**config.mk**
```make
export PLATFORM = sky130hd
export DESIGN_NAME = ece_decode
export DESIGN_NICKNAME = d
export VERILOG_FILES = /design/src/ece_pkg.sv /design/src/ece_decode.sv
export SDC_FILE = /design/constraint.sdc
export NUM_CORES = 1
export LEC_CHECK = 0
export BUFFER_PORTS_ARGS = -buffer_cell sky130_fd_sc_hd__buf_2
export CORE_MARGIN = 3
export CORE_UTILIZATION = 47
export DETAILED_ROUTE_END_ITERATION = 7
export GPL_TIMING_DRIVEN = 0
export PLACE_DENSITY = 0.86
export RECOVER_POWER = 100
export SLEW_MARGIN = 20
export SYNTH_ARGS = -nofsm -noshare
export SYNTH_HDL_FRONTEND = slang
export SYNTH_SLANG_ARGS = --single-unit
```
**constraint.sdc**
```tcl
create_clock -name vclk -period 2.3
set_input_delay 0.115 -clock vclk [all_inputs]
set_output_delay 0.115 -clock vclk [all_outputs]
set_load 0.02 [all_outputs]
```
**src/ece_pkg.sv**
```systemverilog
// Shared constants, types and helper functions for the easing curve evaluator.
// Holds the fixed-point formats, curve codes, pipeline stage structs and the
// elaboration-time builder for the spring decay ROM. No dependencies.
package ece_pkg;

    // Field formats
    localparam int FRAC_BITS         = 16;
    localparam int SPRING_TABLE_BITS = 10;
    localparam int FUNC_W            = 4;
    localparam int PROG_W            = 19;
    localparam int EASED_W           = 18;
    localparam int S_TDATA_W         = ((PROG_W + 7) / 8) * 8;
    localparam int S_TUSER_W         = FUNC_W;
    localparam int M_TDATA_W         = ((EASED_W + 7) / 8) * 8;

    // Internal widths
    localparam int T_W    = FRAC_BITS + 1;           // clamped progress, 0..ONE
    localparam int OP_W   = FRAC_BITS + 4;           // signed multiplier operand
    localparam int RES_W  = OP_W + 3;                // result before saturation
    localparam int E_W    = FRAC_BITS + 2;           // spring ROM entry
    localparam int ROM_N  = 1 << SPRING_TABLE_BITS;
    localparam int ADDR_W = SPRING_TABLE_BITS + 1;   // ROM has ROM_N + 1 entries
    localparam int POS_W  = T_W + SPRING_TABLE_BITS;

    // Fixed-point constants
    localparam longint ONE_Q     = longint'(1) <<< FRAC_BITS;
    localparam longint HALF_Q    = ONE_Q >>> 1;
    localparam longint C1_Q      = (longint'(170158) * ONE_Q + longint'(50000))
                                   / longint'(100000);
    localparam longint C2_Q      = (longint'(259490950) * ONE_Q + longint'(50000000))
                                   / longint'(100000000);
    localparam longint C3_Q      = C1_Q + ONE_Q;
    localparam longint CV_Q      = C2_Q + ONE_Q;
    localparam longint SAT_MAX_Q = (longint'(1) <<< (EASED_W - 1)) - 1;
    localparam longint SAT_MIN_Q = -(longint'(1) <<< (EASED_W - 1));

    localparam logic signed [OP_W-1:0] ONE_OP  = OP_W'(ONE_Q);
    localparam logic signed [OP_W-1:0] TWO_OP  = OP_W'(2 * ONE_Q);
    localparam logic signed [OP_W-1:0] FOUR_OP = OP_W'(4 * ONE_Q);
    localparam logic signed [OP_W-1:0] C1_OP   = OP_W'(C1_Q);
    localparam logic signed [OP_W-1:0] C2_OP   = OP_W'(C2_Q);
    localparam logic signed [OP_W-1:0] C3_OP   = OP_W'(C3_Q);
    localparam logic signed [OP_W-1:0] CV_OP   = OP_W'(CV_Q);
    localparam logic        [T_W-1:0]  ONE_T   = T_W'(ONE_Q);
    localparam logic        [T_W-1:0]  HALF_T  = T_W'(HALF_Q);

    localparam logic signed [RES_W-1:0] ONE_R     = RES_W'(ONE_Q);
    localparam logic signed [RES_W-1:0] TWO_R     = RES_W'(2 * ONE_Q);
    localparam logic signed [RES_W-1:0] SAT_MAX_R = RES_W'(SAT_MAX_Q);
    localparam logic signed [RES_W-1:0] SAT_MIN_R = RES_W'(SAT_MIN_Q);

    // Curve selector codes (anything else is linear)
    localparam logic [FUNC_W-1:0] FUNC_LINEAR      = 4'd0;
    localparam logic [FUNC_W-1:0] FUNC_QUAD_IN     = 4'd1;
    localparam logic [FUNC_W-1:0] FUNC_QUAD_OUT    = 4'd2;
    localparam logic [FUNC_W-1:0] FUNC_QUAD_INOUT  = 4'd3;
    localparam logic [FUNC_W-1:0] FUNC_CUBIC_IN    = 4'd4;
    localparam logic [FUNC_W-1:0] FUNC_CUBIC_OUT   = 4'd5;
    localparam logic [FUNC_W-1:0] FUNC_CUBIC_INOUT = 4'd6;
    localparam logic [FUNC_W-1:0] FUNC_BACK_IN     = 4'd7;
    localparam logic [FUNC_W-1:0] FUNC_BACK_OUT    = 4'd8;
    localparam logic [FUNC_W-1:0] FUNC_BACK_INOUT  = 4'd9;
    localparam logic [FUNC_W-1:0] FUNC_SPRING      = 4'd10;

    // How the last stage assembles the result
    typedef enum logic [3:0] {
        FIN_T          = 4'd0,
        FIN_M1         = 4'd1,
        FIN_M1X2       = 4'd2,
        FIN_M1_SUB_ONE = 4'd3,
        FIN_M2         = 4'd4,
        FIN_M2X4       = 4'd5,
        FIN_M2_ADD_ONE = 4'd6,
        FIN_BACK_IN    = 4'd7,
        FIN_BACK_OUT   = 4'd8,
        FIN_BACK_IO_LO = 4'd9,
        FIN_BACK_IO_HI = 4'd10,
        FIN_SPRING     = 4'd11
    } fin_t;

    // Stage 0: decoded request
    typedef struct packed {
        fin_t                    fin;
        logic [T_W-1:0]          t;
        logic signed [OP_W-1:0]  a1;
        logic signed [OP_W-1:0]  b1;
        logic signed [OP_W-1:0]  c;
        logic signed [OP_W-1:0]  ub;
        logic [ADDR_W-1:0]       addr0;
        logic [ADDR_W-1:0]       addr1;
        logic [FRAC_BITS-1:0]    fr;
    } op_t;

    // Stage 1: first product
    typedef struct packed {
        fin_t                    fin;
        logic [T_W-1:0]          t;
        logic signed [OP_W-1:0]  m1;
        logic signed [OP_W-1:0]  v;
        logic signed [OP_W-1:0]  c;
        logic [FRAC_BITS-1:0]    fr;
    } s1_t;

    // Stage 2: second product
    typedef struct packed {
        fin_t                    fin;
        logic [T_W-1:0]          t;
        logic signed [OP_W-1:0]  m1;
        logic signed [OP_W-1:0]  m2;
        logic signed [E_W-1:0]   e0;
    } s2_t;

    // Stage 3: back-curve constant products
    typedef struct packed {
        fin_t                    fin;
        logic [T_W-1:0]          t;
        logic signed [OP_W-1:0]  m1;
        logic signed [OP_W-1:0]  m2;
        logic signed [OP_W-1:0]  m3a;
        logic signed [OP_W-1:0]  m3b;
        logic signed [E_W-1:0]   e0;
    } s3_t;

    typedef logic signed [E_W-1:0] spring_rom_t [0:ROM_N];

    // Fixed-point product, floor towards minus infinity
    function automatic logic signed [OP_W-1:0] qmul(
        input logic signed [OP_W-1:0] a,
        input logic signed [OP_W-1:0] b
    );
        logic signed [2*OP_W-1:0] p;
        p = a * b;
        return p[FRAC_BITS +: OP_W];
    endfunction

    // Signed quotient truncated towards zero, by shift and subtract;
    // used at elaboration only
    function automatic longint div_trunc(
        input longint num,
        input longint den
    );
        longint unsigned a;
        longint unsigned d;
        longint unsigned q;
        longint unsigned rem;
        logic            neg;
        int              b;
        neg = (num < 0) != (den < 0);
        a   = unsigned'((num < 0) ? -num : num);
        d   = unsigned'((den < 0) ? -den : den);
        q   = 64'd0;
        rem = 64'd0;
        for (b = 63; b >= 0; b--) begin
            rem = {rem[62:0], a[b]};
            if (rem >= d) begin
                rem  = rem - d;
                q[b] = 1'b1;
            end
        end
        return neg ? -signed'(q) : signed'(q);
    endfunction

    // Spring decay table: entry i = Re(z^i), z = exp((-10 + j10*sqrt3) / ROM_N),
    // all in Q30 with floor products; evaluated at elaboration only
    function automatic spring_rom_t build_spring_rom();
        spring_rom_t     rom;
        longint unsigned n;
        longint unsigned r;
        longint unsigned bitv;
        longint          wr;
        longint          wi;
        longint          tr;
        longint          ti;
        longint          zr;
        longint          zi;
        longint          pr;
        longint          pim;
        longint          nr;
        longint          ni;
        longint          kk;
        int              k;
        int              i;
        // integer square root of 3 * 2^60
        n    = 64'd3 << 60;
        r    = 64'd0;
        bitv = 64'd1 << 62;
        while (bitv > n) begin
            bitv = bitv >> 2;
        end
        while (bitv != 64'd0) begin
            if (n >= r + bitv) begin
                n = n - (r + bitv);
                r = (r >> 1) + bitv;
            end else begin
                r = r >> 1;
            end
            bitv = bitv >> 2;
        end
        wr = div_trunc(-(longint'(10) <<< 30), longint'(ROM_N));
        wi = div_trunc(longint'(64'd10 * r), longint'(ROM_N));
        // complex Taylor series for z
        tr = longint'(1) <<< 30;
        ti = 0;
        zr = longint'(1) <<< 30;
        zi = 0;
        for (k = 1; k <= 24; k++) begin
            kk = longint'(k);
            nr = ((tr * wr) >>> 30) - ((ti * wi) >>> 30);
            ni = ((tr * wi) >>> 30) + ((ti * wr) >>> 30);
            tr = div_trunc(nr, kk);
            ti = div_trunc(ni, kk);
            zr = zr + tr;
            zi = zi + ti;
        end
        // successive powers
        pr     = longint'(1) <<< 30;
        pim    = 0;
        rom[0] = E_W'(ONE_Q);
        for (i = 1; i <= ROM_N; i++) begin
            nr     = ((pr * zr) >>> 30) - ((pim * zi) >>> 30);
            ni     = ((pr * zi) >>> 30) + ((pim * zr) >>> 30);
            pr     = nr;
            pim    = ni;
            rom[i] = E_W'((pr + (longint'(1) <<< (29 - FRAC_BITS))) >>> (30 - FRAC_BITS));
        end
        return rom;
    endfunction

endpackage

```
**src/ece_decode.sv**
```systemverilog
// Front end: clamps progress to [0, ONE] and maps the curve selector onto
// multiplier operands, a finishing code and the spring ROM addresses.
// Depends on ece_pkg.
module ece_decode (
    input  logic [ece_pkg::FUNC_W-1:0]          func,
    input  logic signed [ece_pkg::PROG_W-1:0]   progress,
    output ece_pkg::op_t                        op
);

    logic                               neg;
    logic                               over;
    logic                               half;
    logic [ece_pkg::T_W-1:0]            t;
    logic signed [ece_pkg::OP_W-1:0]    t_op;
    logic signed [ece_pkg::OP_W-1:0]    um1;
    logic signed [ece_pkg::OP_W-1:0]    two_t;
    logic signed [ece_pkg::OP_W-1:0]    u2m;
    logic signed [ece_pkg::OP_W-1:0]    four_m2t;
    logic signed [ece_pkg::OP_W-1:0]    two_m_t;
    logic [ece_pkg::POS_W-1:0]          pos;
    logic [ece_pkg::ADDR_W-1:0]         idx;

    // clamp
    assign neg  = progress[ece_pkg::PROG_W-1];
    assign over = !neg && (progress[ece_pkg::PROG_W-2:0] > (ece_pkg::PROG_W-1)'(ece_pkg::ONE_Q));

    always_comb begin
        if (neg) begin
            t = '0;
        end else if (over) begin
            t = ece_pkg::ONE_T;
        end else begin
            t = progress[ece_pkg::T_W-1:0];
        end
    end

    // common operand forms
    assign half     = t < ece_pkg::HALF_T;
    assign t_op     = $signed(ece_pkg::OP_W'(t));
    assign um1      = t_op - ece_pkg::ONE_OP;
    assign two_t    = t_op <<< 1;
    assign u2m      = two_t - ece_pkg::TWO_OP;
    assign four_m2t = ece_pkg::FOUR_OP - two_t;
    assign two_m_t  = ece_pkg::TWO_OP - t_op;

    // spring table position: top bits index, low bits interpolate
    assign pos = ece_pkg::POS_W'(t) << ece_pkg::SPRING_TABLE_BITS;
    assign idx = pos[ece_pkg::FRAC_BITS +: ece_pkg::ADDR_W];

    always_comb begin
        op.t     = t;
        op.fin   = ece_pkg::FIN_T;
        op.a1    = t_op;
        op.b1    = t_op;
        op.c     = t_op;
        op.ub    = '0;
        op.addr0 = idx;
        op.addr1 = (idx == ece_pkg::ADDR_W'(ece_pkg::ROM_N)) ? idx : idx + ece_pkg::ADDR_W'(1);
        op.fr    = pos[ece_pkg::FRAC_BITS-1:0];
        unique case (func)
            ece_pkg::FUNC_QUAD_IN: begin
                op.fin = ece_pkg::FIN_M1;
            end
            ece_pkg::FUNC_QUAD_OUT: begin
                op.b1  = two_m_t;
                op.fin = ece_pkg::FIN_M1;
            end
            ece_pkg::FUNC_QUAD_INOUT: begin
                if (half) begin
                    op.fin = ece_pkg::FIN_M1X2;
                end else begin
                    op.a1  = four_m2t;
                    op.fin = ece_pkg::FIN_M1_SUB_ONE;
                end
            end
            ece_pkg::FUNC_CUBIC_IN: begin
                op.fin = ece_pkg::FIN_M2;
            end
            ece_pkg::FUNC_CUBIC_OUT: begin
                op.a1  = um1;
                op.b1  = um1;
                op.c   = um1;
                op.fin = ece_pkg::FIN_M2_ADD_ONE;
            end
            ece_pkg::FUNC_CUBIC_INOUT: begin
                if (half) begin
                    op.fin = ece_pkg::FIN_M2X4;
                end else begin
                    op.a1  = um1;
                    op.b1  = u2m;
                    op.c   = u2m;
                    op.fin = ece_pkg::FIN_M2_ADD_ONE;
                end
            end
            ece_pkg::FUNC_BACK_IN: begin
                op.fin = ece_pkg::FIN_BACK_IN;
            end
            ece_pkg::FUNC_BACK_OUT: begin
                op.a1  = um1;
                op.b1  = um1;
                op.c   = um1;
                op.fin = ece_pkg::FIN_BACK_OUT;
            end
            ece_pkg::FUNC_BACK_INOUT: begin
                if (half) begin
                    op.a1  = two_t;
                    op.b1  = two_t;
                    op.ub  = two_t;
                    op.fin = ece_pkg::FIN_BACK_IO_LO;
                end else begin
                    op.a1  = u2m;
                    op.b1  = u2m;
                    op.ub  = u2m;
                    op.fin = ece_pkg::FIN_BACK_IO_HI;
                end
            end
            ece_pkg::FUNC_SPRING: begin
                op.fin = ece_pkg::FIN_SPRING;
            end
            default: begin
                op.fin = ece_pkg::FIN_T;
            end
        endcase
    end

endmodule

```
== Yosys cells after proc, flatten, opt, wreduce, memory -nomap -nowiden ==
Index checks and enable logic that the tools add are counted.

* Bits in registers: 0
* Input port bits: 23
* Output and inout bits: 139
* Word-level logic and storage cells: 37

* Add/subtract/negate cells: 5
* Magnitude comparators: 2
* Eq/ne operators: 11
* Multiplexer cells: 15
* Reductions and logical operators: 4

{| class="wikitable"
|+ Operators with widths
! cell !! count
|-
| 20-bit one-hot mux with 4 select lines || 2
|-
| 20-bit 2-to-1 mux || 3
|-
| 60-bit 2-to-1 mux || 1
|-
| 40-bit 2-to-1 mux || 1
|-
| 20-bit one-hot mux with 2 select lines || 1
|-
| 4-bit one-hot mux with 9 select lines || 1
|-
| 17-bit 2-to-1 mux || 2
|-
| 19-bit by 18-bit subtractor with 20-bit output (first input constant) || 1
|-
| 18-bit by 17-bit subtractor with 19-bit output (first input constant) || 1
|-
| 18-bit by 18-bit subtractor with 19-bit output (second input constant) || 1
|-
| 18-bit by 17-bit > comparator with 1-bit output (second input constant) || 1
|-
| 17-bit by 17-bit subtractor with 18-bit output (second input constant) || 1
|-
| 17-bit by 16-bit < comparator with 1-bit output (second input constant) || 1
|-
| 4-bit by 3-bit == test with 1-bit output (second input constant) || 4
|-
| 4-bit == test (second input constant) || 3
|-
| 11-bit by 1-bit adder with 11-bit output (second input constant) || 1
|-
| 11-bit == test (second input constant) || 1
|-
| 11-bit 2-to-1 mux || 1
|-
| 4-bit by 2-bit == test with 1-bit output (second input constant) || 2
|-
| 4-bit by 1-bit == test with 1-bit output (second input constant) || 1
|-
| 2-bit 2-to-1 mux || 2
|-
| 2-bit OR reduction || 2
|-
| 1-bit logical AND || 1
|-
| 1-bit logical NOT || 1
|-
| 1-bit 2-to-1 mux || 1
|}

== Longest topological paths before layout ==
* Depth after elaboration: 7
* Depth in mapped cells: 10
* Depth with buffers taken out: 8

== Worst setup path before layout ==
OpenSTA, ideal clock, no wires.

* Kind: input port to output port
* Start point: input progress[17] (netlist name)
* End point: output op[94] (netlist name)
* Arrival: 2090 ps
* Data required time: 2185 ps
* Setup slack: 95 ps
* Stages: 8
* Buffers on the path: 2
* Path through: buf_6 > nor3_2 > buf_4 > nand2_1 > ha_1 > nand2_1 > o21ba_2 > o31ai_1

{| class="wikitable"
|+ RTL lines
! what !! RTL line !! source
|-
| start, declared || ece_decode.sv:6 || <nowiki>input logic signed [ece_pkg::PROG_W-1:0] progress,</nowiki>
|-
| end, declared || ece_decode.sv:7 || <nowiki>output ece_pkg::op_t op</nowiki>
|}

==> flow_metrics.tcl <==
set metrics [dict create \
    tightest_slew_ns 0.7692 \
    first_pass_iters 6 \
    timing.slew.headroom_pct 48.34 \
    p_leak_nw 1.738 \
    yosysSeqAreaShare_pct 0 \
    total_power_uw 622.0 \
    dieArea_sq_um 6750 \
    tns_ns -0.2431 \
    grt_pass1_wl_um 18480 \
    netlist_top_cells_count "nor2_1 (51), nand2_1 (46), buf_4 (40), a21oi_1 (33), o21ai_0 (25)" \
    area_growth_pct 33.91 \
    power.density_nw_per_um2 170.4 \
    first_global_vias 3446 \
    fp.dieH_um 82.16 \
    worstPathRequired_ns 2.18 \
    synth_top_area_share_pct 11.01 \
    place_inst 664 \
    vias_per_cell 6.168 \
    n_clock_buffer 0 \
    core_sq_um 5574 \
    cts_hold_buf 0 \
    cp_num_buf_inv 4 \
    seqCellArea_sq_um 0 \
    port-buffer-count 146 \
    wl_per_cell_um 18.99 \
    crit_type "in2out" \
    die_w_um 82.16 \
    synth.distinct_cells 78 \
    critPathTopFamily "buffers and inverters" \
    cp.depth 8 \
    worst_slack_ns -0.07952 \
    final_cells 673 \
    gp_congestion 0.9832 \
    routed_wl_um 12780 \
    nFillCells 562 \
    crit_slowest_cell "o31ai_2" \
    start_kind "primary input" \
    synthCells 436 \
    status "complete, but fails checks" \
    path_cells "buf_2, nand4bb_1, clkbuf_1, o31ai_2, buf_2, a22oi_1, o32ai_1, buf_2" \
    post-synth-top-count-cell "nor2_1" \
    hold_violations 0 \
    grt-ovfl-total 0 \
    start_util_pct 48.91 \
    max_stage_delay_ns 0.63 \
    synth_area_leaders "buf_4 (11%), nor2_1 (7.0%), nand2_1 (6.3%)" \
    rsz0062_at_grt "yes" \
    ios 162 \
    drive_gt1_share_pct 31.78 \
    period_minus_slack_ns 2.380 \
    critical_path_peak_fanout 10 \
    cp-endpoint "op[86]" \
    antenna_found_initial 0 \
    cp_common_cell "buf_2" \
    peakVddDrop_v 0.0001209 \
    diodes 0 \
    dpl.hpwl_um 9461 \
    grtUsageTotal_pct 34.94 \
    vias 4151 \
    syn_area_per_cell_sq_um 6.253 \
    ant_nets 0 \
    slew_viol_final 0 \
    period_share_pct 103.5 \
    hp-class "in2out" \
    crit_path_start "func[0]" \
    rows 27 \
    drc 0 \
    final_nets 629 \
    grt_max_degree 11 \
    yosysWarningCount 0 \
    fmax_ghz 0.4203 \
    violations "setup timing" \
    crit_path_end_kind "primary output" \
    drv_cap 0 \
    synth_area_sq_um 2726 \
    first_iter_violations 519 \
    setup_violations 5 \
    synth.largest_area_cell "buf_4" \
    seq_cells 0 \
    arrival_ns 2.26 \
]
per-layer routing:
metal | routed length (um) | GRT usage (%)
met2 | 5722 | 55.25
met3 | 1646 | 3.362
met5 | 0 | 0
met4 | 369 | 9.635
met1 | 5042 | 50.03
how the worst min path moves through the flow:
stage / startpoint / endpoint / slack [ns] / cells after the start
finish: progress[18] / op[87] / 0.66 / 3
global route: progress[18] / op[87] / 0.67 / 3
CTS: progress[18] / op[87] / 0.66 / 3
detailed placement: progress[18] / op[87] / 0.64 / 3
global placement: progress[18] / op[87] / 0.62 / 3
floorplan: progress[6] / op[27] / 0.41 / 2
power breakdown:
part	switching (mW)	leakage [nW]	internal (mW)
registers	0	0	0
logic	0.415	1.74	0.207
clock network	0	0	0
total	0.415	1.74	0.207
per-stage QoR:
stage | hold WS [ns] | util, % | setup WS (ns) | instance area (sq um)
3_3_place_gp | 0.6178 | 64.31 | -0.6012 | 3585
6_report | 0.6612 | 65.50 | -0.07952 | 3651
5_1_grt | 0.6724 | 65.50 | -0.08811 | 3651
4_1_cts | 0.6611 | 65.81 | 0.002985 | 3669
3_5_place_dp | 0.6445 | 64.47 | -0.5540 | 3593
2_1_floorplan | 0.4119 | - | 0.09532 | 2764
area by class of cell:
cell class	instances	area, sq um	share of cell area (%)
buffer	75	481.7	13.19
timing repair buffer	155	734.5	20.12
multi-input combinational	352	2273	62.27
inverter	19	71.32	1.953
tap	72	90.09	2.467
cells in the final DEF (no fill, tap or decap), drive strengths merged, types with 11 or more instances in the layout:
master | Yosys | final
buf | 53 | 128
clkbuf | 22 | 102
nor2 | 51 | 51
nand2 | 47 | 47
a21oi | 33 | 33
o21ai | 31 | 31
inv | 18 | 18
nand3 | 15 | 15
a22oi | 12 | 12
conb | 1 | 11
nor3 | 11 | 11
repair_timing:
action	4_1_cts	5_1_grt
endpoints found under the setup margin	31	26
resized for setup	12	10
setup buffers	3	6
pin swaps	2	4
worst min-delay path, cell delays in order:
cell,delay (ns)
buf_6,0.13
o311ai_1,0.13
buf_2,0.17
kinds of logic after synthesis:
kind of cell	Yosys count	synth area share (%)
buffers and inverters	94	20.47
and+or+nand+nor	182	36.85
other	1	0.1375
AOI/OAI and AO/OA	135	34.10
adders and majority gates	3	1.377
muxes	7	2.570
xor gates and xnor gates	14	4.497
Power figures use the tool's default switching activity.
